File: src/plef_pkg.sv
// ----------------------------------------------------------------------------
// plef_pkg: shared types and constants for the polygon longest edge finder
// Coordinate and length widths, the short-edge ratio, the count limit and
// the configuration register indexes.
// ----------------------------------------------------------------------------
package plef_pkg;

   localparam int COORD_W      = 12;
   localparam int MAX_VERTICES = 1024;
   localparam int COUNT_FIELD_MAX = 2047;
   localparam int COUNT_LIMIT  = (MAX_VERTICES < COUNT_FIELD_MAX) ? MAX_VERTICES
                                                                 : COUNT_FIELD_MAX;
   localparam int COUNT_W      = 11;

   // squared length of an edge: dx^2 + dy^2 needs one bit above a square
   localparam int SQ_W  = 2 * COORD_W;
   localparam int LEN_W = SQ_W + 1;

   // short edge: len <= 0.8 * excl, exact as 25*len^2 <= 16*excl^2
   localparam int SHORT_NUM = 25;
   localparam int SHORT_DEN = 16;
   localparam int CMP_W     = LEN_W + 5;

   localparam int CSR_IDX_W  = 3;
   localparam int CSR_DATA_W = COORD_W;

   localparam int REQ_DATA_W = 24;
   localparam int RSP_DATA_W = 64;

   typedef enum logic [CSR_IDX_W-1:0] {
      CSR_EXCL_ENABLE = 3'd0,
      CSR_EXCL_HEAD_X = 3'd1,
      CSR_EXCL_HEAD_Y = 3'd2,
      CSR_EXCL_TAIL_X = 3'd3,
      CSR_EXCL_TAIL_Y = 3'd4
   } csr_index_type;

   typedef struct packed {
      logic [COORD_W-1:0] y;
      logic [COORD_W-1:0] x;
   } point_type;

   typedef struct packed {
      point_type head;
      point_type tail;
   } edge_type;

endpackage

File: src/plef_sq_len.sv
// ----------------------------------------------------------------------------
// plef_sq_len: exact squared length of one edge
// Absolute coordinate differences, two narrow squares and their sum.
// ----------------------------------------------------------------------------
module plef_sq_len (
   input  plef_pkg::edge_type              edge_in,
   output logic [plef_pkg::LEN_W-1:0]      len_sq
);

   logic [plef_pkg::COORD_W-1:0] dx;
   logic [plef_pkg::COORD_W-1:0] dy;
   logic [plef_pkg::SQ_W-1:0]    dx_sq;
   logic [plef_pkg::SQ_W-1:0]    dy_sq;

   always_comb begin
      dx = (edge_in.head.x > edge_in.tail.x) ? edge_in.head.x - edge_in.tail.x
                                             : edge_in.tail.x - edge_in.head.x;
      dy = (edge_in.head.y > edge_in.tail.y) ? edge_in.head.y - edge_in.tail.y
                                             : edge_in.tail.y - edge_in.head.y;
      dx_sq = plef_pkg::SQ_W'(dx) * plef_pkg::SQ_W'(dx);
      dy_sq = plef_pkg::SQ_W'(dy) * plef_pkg::SQ_W'(dy);
      len_sq = plef_pkg::LEN_W'(dx_sq) + plef_pkg::LEN_W'(dy_sq);
   end

endmodule

File: src/polygon_longest_edge_finder.sv
// ----------------------------------------------------------------------------
// polygon_longest_edge_finder: longest non-excluded edge of a closed polygon
// Vertices stream in one word each; the last one closes the polygon and
// yields one result word with the longest edge and the short-edge count.
// ----------------------------------------------------------------------------
//
//  channel | dir | handshake             | payload
//  --------+-----+-----------------------+---------------------------------------
//  req     | in  | req_tvalid/req_tready | tdata: vertex_x, vertex_y; tlast: final
//  rsp     | out | rsp_tvalid/rsp_tready | tdata: edge ends, count; tuser: found
//  csr     | in  | csr_we                | csr_index, csr_wdata
//
//  One vertex per cycle while req_tready is high. After its last vertex is
//  accepted, a result passes edge capture and squared lengths, then the
//  running maximum and count update straight into the output register.
//  The output register has a one-word skid stage behind it; req_tready drops
//  only while that skid word is held, and then the whole pipeline holds.
//  Synchronous reset clears pipeline valids, polygon state and registers.
//  Write the csr registers only while no vertex is in flight.
//
module polygon_longest_edge_finder (
   input  logic                               clock,
   input  logic                               reset,
   // req_tdata, low bit up: vertex_x[11:0], vertex_y[23:12]
   input  logic                               req_tvalid,
   output logic                               req_tready,
   input  logic [plef_pkg::REQ_DATA_W-1:0]    req_tdata,
   input  logic                               req_tlast,
   // rsp_tdata, low bit up: long_tail_x, long_tail_y, long_head_x,
   // long_head_y, shorter_count[58:48], zero pad
   output logic                               rsp_tvalid,
   input  logic                               rsp_tready,
   output logic [plef_pkg::RSP_DATA_W-1:0]    rsp_tdata,
   // rsp_tuser: found
   output logic                               rsp_tuser,
   input  logic                               csr_we,
   input  logic [plef_pkg::CSR_IDX_W-1:0]     csr_index,
   input  logic [plef_pkg::CSR_DATA_W-1:0]    csr_wdata
);

   // ------------------------------------------------------------------------
   // configuration registers
   // ------------------------------------------------------------------------
   logic                  excl_en_ff;
   plef_pkg::edge_type    excl_edge_ff;

   always_ff @(posedge clock) begin
      if (reset) begin
         excl_en_ff   <= 1'b0;
         excl_edge_ff <= '0;
      end else if (csr_we) begin
         case (csr_index)
            plef_pkg::CSR_EXCL_ENABLE: excl_en_ff          <= csr_wdata[0];
            plef_pkg::CSR_EXCL_HEAD_X: excl_edge_ff.head.x <= csr_wdata;
            plef_pkg::CSR_EXCL_HEAD_Y: excl_edge_ff.head.y <= csr_wdata;
            plef_pkg::CSR_EXCL_TAIL_X: excl_edge_ff.tail.x <= csr_wdata;
            plef_pkg::CSR_EXCL_TAIL_Y: excl_edge_ff.tail.y <= csr_wdata;
            default: ;
         endcase
      end
   end

   // ------------------------------------------------------------------------
   // flow control: the whole pipeline advances unless the skid word is held
   // ------------------------------------------------------------------------
   logic skid_valid_ff;
   logic advance;
   logic accept;

   assign advance    = !skid_valid_ff;
   assign req_tready = advance;
   assign accept     = req_tvalid && advance;

   // ------------------------------------------------------------------------
   // stage 1: form the open edge and the closing edge of this vertex
   // ------------------------------------------------------------------------
   plef_pkg::point_type cur_pt;
   plef_pkg::point_type prev_pt_ff;
   plef_pkg::point_type first_pt_ff;
   logic                have_first_ff;

   plef_pkg::edge_type  e1_in;
   plef_pkg::edge_type  e2_in;
   logic                e1_skip;
   logic                e2_skip;
   logic [plef_pkg::LEN_W-1:0] excl_len;

   assign cur_pt.x = req_tdata[plef_pkg::COORD_W-1:0];
   assign cur_pt.y = req_tdata[2*plef_pkg::COORD_W-1:plef_pkg::COORD_W];

   always_comb begin
      e1_in.tail = prev_pt_ff;
      e1_in.head = cur_pt;
      e2_in.tail = cur_pt;
      e2_in.head = have_first_ff ? first_pt_ff : cur_pt;
      // excluded edge matches in either direction
      e1_skip = excl_en_ff && ((e1_in == excl_edge_ff) ||
                               (e1_in.tail == excl_edge_ff.head &&
                                e1_in.head == excl_edge_ff.tail));
      e2_skip = excl_en_ff && ((e2_in == excl_edge_ff) ||
                               (e2_in.tail == excl_edge_ff.head &&
                                e2_in.head == excl_edge_ff.tail));
   end

   plef_sq_len u_excl_len (
      .edge_in (excl_edge_ff),
      .len_sq  (excl_len)
   );

   // track first and previous vertex; a last vertex ends the polygon
   always_ff @(posedge clock) begin
      if (reset) begin
         have_first_ff <= 1'b0;
      end else if (accept) begin
         have_first_ff <= !req_tlast;
      end
   end

   always_ff @(posedge clock) begin
      if (accept) begin
         prev_pt_ff <= cur_pt;
         if (!have_first_ff) begin
            first_pt_ff <= cur_pt;
         end
      end
   end

   logic                       s1_valid_ff;
   logic                       s1_last_ff;
   plef_pkg::edge_type         s1_e1_ff;
   plef_pkg::edge_type         s1_e2_ff;
   logic                       s1_e1_use_ff;
   logic                       s1_e2_use_ff;
   logic                       s1_excl_en_ff;
   logic [plef_pkg::LEN_W-1:0] s1_excl_len_ff;

   always_ff @(posedge clock) begin
      if (reset) begin
         s1_valid_ff <= 1'b0;
      end else if (advance) begin
         s1_valid_ff <= accept;
      end
   end

   always_ff @(posedge clock) begin
      if (advance) begin
         s1_last_ff     <= req_tlast;
         s1_e1_ff       <= e1_in;
         s1_e2_ff       <= e2_in;
         s1_e1_use_ff   <= have_first_ff && !e1_skip;
         s1_e2_use_ff   <= req_tlast && !e2_skip;
         s1_excl_en_ff  <= excl_en_ff;
         s1_excl_len_ff <= excl_len;
      end
   end

   // ------------------------------------------------------------------------
   // stage 2: squared lengths of both edges
   // ------------------------------------------------------------------------
   logic [plef_pkg::LEN_W-1:0] len1_in;
   logic [plef_pkg::LEN_W-1:0] len2_in;

   plef_sq_len u_len1 (
      .edge_in (s1_e1_ff),
      .len_sq  (len1_in)
   );

   plef_sq_len u_len2 (
      .edge_in (s1_e2_ff),
      .len_sq  (len2_in)
   );

   logic                       s2_valid_ff;
   logic                       s2_last_ff;
   plef_pkg::edge_type         s2_e1_ff;
   plef_pkg::edge_type         s2_e2_ff;
   logic                       s2_e1_use_ff;
   logic                       s2_e2_use_ff;
   logic                       s2_excl_en_ff;
   logic [plef_pkg::LEN_W-1:0] s2_excl_len_ff;
   logic [plef_pkg::LEN_W-1:0] s2_len1_ff;
   logic [plef_pkg::LEN_W-1:0] s2_len2_ff;

   always_ff @(posedge clock) begin
      if (reset) begin
         s2_valid_ff <= 1'b0;
      end else if (advance) begin
         s2_valid_ff <= s1_valid_ff;
      end
   end

   always_ff @(posedge clock) begin
      if (advance) begin
         s2_last_ff     <= s1_last_ff;
         s2_e1_ff       <= s1_e1_ff;
         s2_e2_ff       <= s1_e2_ff;
         s2_e1_use_ff   <= s1_e1_use_ff;
         s2_e2_use_ff   <= s1_e2_use_ff;
         s2_excl_en_ff  <= s1_excl_en_ff;
         s2_excl_len_ff <= s1_excl_len_ff;
         s2_len1_ff     <= len1_in;
         s2_len2_ff     <= len2_in;
      end
   end

   // ------------------------------------------------------------------------
   // stage 3: running maximum and short-edge count, open edge first
   // ------------------------------------------------------------------------
   logic [plef_pkg::LEN_W-1:0]   best_len_ff,   best_len_in;
   plef_pkg::edge_type           best_edge_ff,  best_edge_in;
   logic                         best_valid_ff, best_valid_in;
   logic [plef_pkg::COUNT_W-1:0] short_cnt_ff,  short_cnt_in;

   logic                         take1;
   logic                         take2;
   logic [plef_pkg::LEN_W-1:0]   mid_len;
   plef_pkg::edge_type           mid_edge;
   logic                         mid_valid;
   logic [plef_pkg::CMP_W-1:0]   excl_scaled;
   logic                         short1;
   logic                         short2;
   logic [plef_pkg::COUNT_W-1:0] mid_cnt;
   logic                         res_push;

   always_comb begin
      take1     = s2_e1_use_ff && (s2_len1_ff > best_len_ff);
      mid_len   = take1 ? s2_len1_ff : best_len_ff;
      mid_edge  = take1 ? s2_e1_ff   : best_edge_ff;
      mid_valid = take1 || best_valid_ff;
      take2     = s2_e2_use_ff && (s2_len2_ff > mid_len);
      best_len_in   = take2 ? s2_len2_ff : mid_len;
      best_edge_in  = take2 ? s2_e2_ff   : mid_edge;
      best_valid_in = take2 || mid_valid;

      excl_scaled = plef_pkg::CMP_W'(s2_excl_len_ff) *
                    plef_pkg::CMP_W'(plef_pkg::SHORT_DEN);
      short1 = !s2_excl_en_ff ||
               ((s2_excl_len_ff != '0) &&
                (plef_pkg::CMP_W'(s2_len1_ff) * plef_pkg::CMP_W'(plef_pkg::SHORT_NUM)
                 <= excl_scaled));
      short2 = !s2_excl_en_ff ||
               ((s2_excl_len_ff != '0) &&
                (plef_pkg::CMP_W'(s2_len2_ff) * plef_pkg::CMP_W'(plef_pkg::SHORT_NUM)
                 <= excl_scaled));

      // saturate at the count limit
      mid_cnt = (s2_e1_use_ff && short1 &&
                 short_cnt_ff < plef_pkg::COUNT_W'(plef_pkg::COUNT_LIMIT))
                ? short_cnt_ff + 1'b1 : short_cnt_ff;
      short_cnt_in = (s2_e2_use_ff && short2 &&
                      mid_cnt < plef_pkg::COUNT_W'(plef_pkg::COUNT_LIMIT))
                     ? mid_cnt + 1'b1 : mid_cnt;

      res_push = advance && s2_valid_ff && s2_last_ff;
   end

   always_ff @(posedge clock) begin
      if (reset) begin
         best_len_ff   <= '0;
         best_valid_ff <= 1'b0;
         short_cnt_ff  <= '0;
      end else if (advance && s2_valid_ff) begin
         if (s2_last_ff) begin
            // polygon closed: drop all running state
            best_len_ff   <= '0;
            best_valid_ff <= 1'b0;
            short_cnt_ff  <= '0;
         end else begin
            best_len_ff   <= best_len_in;
            best_valid_ff <= best_valid_in;
            short_cnt_ff  <= short_cnt_in;
         end
      end
   end

   always_ff @(posedge clock) begin
      if (advance && s2_valid_ff) begin
         best_edge_ff <= best_edge_in;
      end
   end

   // ------------------------------------------------------------------------
   // result word and skid stage
   // ------------------------------------------------------------------------
   logic [plef_pkg::RSP_DATA_W-1:0] res_data;
   logic                            res_found;
   plef_pkg::edge_type              res_edge;

   always_comb begin
      res_found = best_valid_in;
      res_edge  = best_valid_in ? best_edge_in : '0;
      res_data  = plef_pkg::RSP_DATA_W'({short_cnt_in,
                                         res_edge.head.y, res_edge.head.x,
                                         res_edge.tail.y, res_edge.tail.x});
   end

   logic                            rsp_valid_ff;
   logic [plef_pkg::RSP_DATA_W-1:0] rsp_data_ff;
   logic                            rsp_found_ff;
   logic [plef_pkg::RSP_DATA_W-1:0] skid_data_ff;
   logic                            skid_found_ff;
   logic                            main_free;

   assign main_free = !rsp_valid_ff || rsp_tready;

   always_ff @(posedge clock) begin
      if (reset) begin
         rsp_valid_ff  <= 1'b0;
         skid_valid_ff <= 1'b0;
      end else begin
         if (main_free) begin
            rsp_valid_ff <= skid_valid_ff || res_push;
         end
         if (skid_valid_ff) begin
            if (rsp_tready) begin
               skid_valid_ff <= 1'b0;
            end
         end else begin
            skid_valid_ff <= res_push && !main_free;
         end
      end
   end

   always_ff @(posedge clock) begin
      if (main_free) begin
         rsp_data_ff  <= skid_valid_ff ? skid_data_ff  : res_data;
         rsp_found_ff <= skid_valid_ff ? skid_found_ff : res_found;
      end
      if (res_push && !main_free) begin
         skid_data_ff  <= res_data;
         skid_found_ff <= res_found;
      end
   end

   assign rsp_tvalid = rsp_valid_ff;
   assign rsp_tdata  = rsp_data_ff;
   assign rsp_tuser  = rsp_found_ff;

`ifndef SYNTHESIS
   a_skid_behind_main: assert property (@(posedge clock) disable iff (reset)
      skid_valid_ff |-> rsp_valid_ff)
      else $error("skid word held with empty output register");

   a_skid_fill_on_stall: assert property (@(posedge clock) disable iff (reset)
      $rose(skid_valid_ff) |-> $past(rsp_valid_ff && !rsp_tready))
      else $error("skid word filled while output register was free");

   a_count_limit: assert property (@(posedge clock) disable iff (reset)
      short_cnt_ff <= plef_pkg::COUNT_W'(plef_pkg::COUNT_LIMIT))
      else $error("short edge count above limit");

   a_best_zero_when_none: assert property (@(posedge clock) disable iff (reset)
      !best_valid_ff |-> (best_len_ff == '0))
      else $error("best length nonzero with no edge kept");

   a_clear_after_result: assert property (@(posedge clock) disable iff (reset)
      res_push |=> (!best_valid_ff && short_cnt_ff == '0 && rsp_valid_ff))
      else $error("polygon state not cleared after result");
`endif

endmodule

File: config.mk
export PLATFORM = sky130hd
export DESIGN_NAME = polygon_longest_edge_finder
export DESIGN_NICKNAME = d
export VERILOG_FILES = /design/src/plef_pkg.sv /design/src/plef_sq_len.sv /design/src/polygon_longest_edge_finder.sv
export SDC_FILE = /design/constraint.sdc
export NUM_CORES = 2
export LEC_CHECK = 0
export BUFFER_PORTS_ARGS = -buffer_cell sky130_fd_sc_hd__clkbuf_2
export CAP_MARGIN = 20
export CELL_PAD_IN_SITES_DETAIL_PLACEMENT = 0
export CELL_PAD_IN_SITES_GLOBAL_PLACEMENT = 2
export CORE_ASPECT_RATIO = 2
export CORE_MARGIN = 4
export CORE_UTILIZATION = 25
export CTS_CLUSTER_SIZE = 8
export DETAILED_ROUTE_END_ITERATION = 10
export GPL_ROUTABILITY_DRIVEN = 0
export PLACE_DENSITY = 0.6
export SETUP_SLACK_MARGIN = 0.3
export SYNTH_ARGS = -nofsm -noshare
export SYNTH_HDL_FRONTEND = slang
export SYNTH_SLANG_ARGS = --single-unit
File: constraint.sdc
create_clock -name clock -period 21.1 [get_ports clock]
set_input_delay 4.22 -clock clock [delete_from_list [all_inputs] [get_ports clock]]
set_output_delay 4.22 -clock clock [all_outputs]
set_load 0.02 [all_outputs]
==> impl_results.md <==
* Run status: finished, final reports clean
* Die W at 354.1 um
* GRT Residual Overflow at 0
* Chip Height at 700.2 um
* R2r endpoint: s2_len1_ff[24]
* Synth area leaders: edfxtp_1, fa_1, ha_1
* CP max FO at 17
* Synth Flop Type: edfxtp_1
* Slew margin rel. at 19.51%
* Post-CTS setup buffer count at 0
* Biggest area consumer among synthesized cells: edfxtp_1
* Number of clock sinks at 559
* Crit path capture type: flip-flop
* Hold WC Path Type: flip-flop to flip-flop
* Routed wire length at 214500 um
* Post-synth EDFFs at 468
* RSZ-0062 raised after global routing: false
* Fin util at 28.18%
* Critical path startpoint: s1_e2_ff[0]
* Routed len/inst at 22.65 um
* Top-area cell type share of the netlist area at 23.46%
* # IOs at 112
* Area grow syn2layout at 11.98%
* # setup viols final at 0
* Achievable frequency at 84.15 MHz
* Actual slew at the worst max-slew pin at 1.197 ns
* Fill cells at 25.61k
* Count leader, synth: inv_1
* Vias in the first global route at 46.86k
* Hold depth at 0
* Final Max Slew Viols at 0
* CP max stage delay at 0.93 ns
* Reg-to-Reg Start: s1_e2_ff[0]
* Post_cts resized at 0
* Most common cell on crit path: fa_1
* Total number of vias at 42.71k
* Async SR Flop Fraction at 0%
* Crit start category: flip-flop
* Site Rows at 253
* Setup CP Type: flip-flop to flip-flop
* Core Region at 238000 um^2
* Clock Latency Late Sink at 0.68 ns
* Synthesis-stage register bit count at 559
* Hold Fails Final Rpt at 0
* Clock transition at path regs at 0.05 ns
* Slowest cell on crit path: a2111oi_0
* Hpwl dp at 179800 um
* Cts hold-fix bufs at 0
* Share of layout cells above drive strength 1 at 6.545%
* Post-layout instance area at 67070 um^2
* Crit path to: s2_len1_ff[24]
* FF+latch area at 15880 um^2
* Synth Instances at 6127
* Multi-input logic area at 38520 um^2
* CTS Root Buffer Type: clkbuf_16
* Largest net degree at the start of global routing at 136
* Worst R2R Path Depth at 38
* Final period util at 56.32%
* Post-Route Skew at 0.04850 ns
* Nets at 7643
* 1st-iter DRT viols at 2009
* Tmin final at 11.88 ns
* Worst-case clock buffer depth at 3
* Initial antenna violation count at 15
* Synth cell count leaders: inv_1, ha_1, fa_1
* Global-route wire length before repair at 310700 um
* Synth unique cells at 89
* Drt drc at 0
* Drt first pass iters at 7
* Total GRT Usage at 17.10%
* Synth Cell Area at 59900 um^2
* Mean Syn Cell Area at 9.776 um^2
* Max-cap viol count at 0
* PortBufs at 106
* Crit path DAT at 12.29 ns
* Via density at 4.511
* CTS tree: done
* TNS Setup at 0 ns
* R2R Setup Slk at 9.22 ns
* H-tree depth at 3
* Initial core utilization at 25.16%
* Dpl cell area at 64570 um^2
* Worst endpoint required time at 21.51 ns
* CTS buffer count at 83
* Final ANT Viol Nets at 0
* Seq/Total Area, Yosys at 26.50%
* Die ar. at 248000 um^2
* Synth warn at 0
## cell type report
cell class                 instances  area share (%)
multi-input combinational       4080           57.43
sequential                       559           23.67
inverter                        1310           7.342
tap                             3187           5.945
clock buffer                     120           3.395
timing repair buffer             199           1.875
clock inverter                    12          0.3302
antenna                            1        0.003731
## layer usage
| layer | up-vias | global-route usage [%] | part of all wire, % |
|---|---|---|---|
| met5 | - | 0 | 0.012 |
| met3 | 342 | 1.323 | 2.2 |
| met2 | 769 | 35.78 | 59 |
| met4 | 4 | 7.798 | 5.3 |
| met1 | 21570 | 16.52 | 34 |
| li1 | 20020 | - | - |
## kinds of logic (layout without fill, tap and decap cells)
family,Yosys count,in the layout,synth area share (%)
buf+inv,1492,1641,9.400
flops,559,559,26.50
simple gates,1331,1331,10.59
xor+xnor,342,342,5.026
other cells,1,6,0.006261
compound gates,865,865,8.889
fa+ha+maj,1365,1365,36.65
mux,172,172,2.939
## sequential cells by signal, summed over array words and instances (netlist names), 48 cells and up
register,cells
best_edge_ff,48
excl_edge_ff,48
rsp_tdata,59
s1_e2_ff,48
s2_e2_ff,48
skid_data_ff,59
## cells in the final DEF, fill, tap and decap left out, types with 63 or more instances in the layout
| master | Yosys | layout |
|---|---|---|
| a21o_1 | 113 | 113 |
| a21oi_1 | 336 | 335 |
| and2_1 | 67 | 67 |
| buf_4 | 5 | 90 |
| clkbuf_16 | 0 | 84 |
| clkbuf_2 | 0 | 106 |
| dfxtp_1 | 91 | 90 |
| edfxtp_1 | 468 | 468 |
| fa_1 | 649 | 649 |
| ha_1 | 716 | 716 |
| inv_1 | 1295 | 1293 |
| mux2i_1 | 141 | 141 |
| nand2_1 | 404 | 404 |
| nand4_1 | 63 | 63 |
| nor2_1 | 397 | 395 |
| o21ai_0 | 190 | 189 |
| xnor2_1 | 223 | 221 |
| xor2_1 | 117 | 112 |
## worst max-delay path: cells and delay by family (launching register included)
| kind | cells | cell delay (ns) |
|---|---|---|
| xor+xnor | 2 | 0.77 |
| flops | 1 | 0.43 |
| buf+inv | 5 | 0.82 |
| compound gates | 14 | 3.89 |
| simple gates | 6 | 1.24 |
| mux | 1 | 0.32 |
| fa+ha+maj | 10 | 4.13 |
## worst min-delay path by stage
stage                                     to  slack [ns]                from
final                           s2_e2_use_ff        0.41        s1_e2_use_ff
after CTS                  s2_excl_len_ff[5]        0.41   s1_excl_len_ff[5]
after global placement    s2_excl_len_ff[22]        0.40  s1_excl_len_ff[22]
after global routing       s2_excl_len_ff[5]        0.43   s1_excl_len_ff[5]
after detailed placement   s2_excl_len_ff[5]        0.41   s1_excl_len_ff[5]
after floorplan                 s2_e1_use_ff        0.40        s1_e1_use_ff
## stage by stage
step,hold slack (ns),worst slack [ns],cells
final,0.4117,9.217,9468
after global routing,0.4302,8.424,9468
after CTS,0.4129,9.171,9467
after detailed placement,0.4056,9.203,9335
after global placement,0.4038,8.870,9332
after floorplan,0.4003,9.143,6131
Power is left out: the tool's default activity adds up to more than one toggle a clock period on the data nets, which glitch-free logic cannot reach.
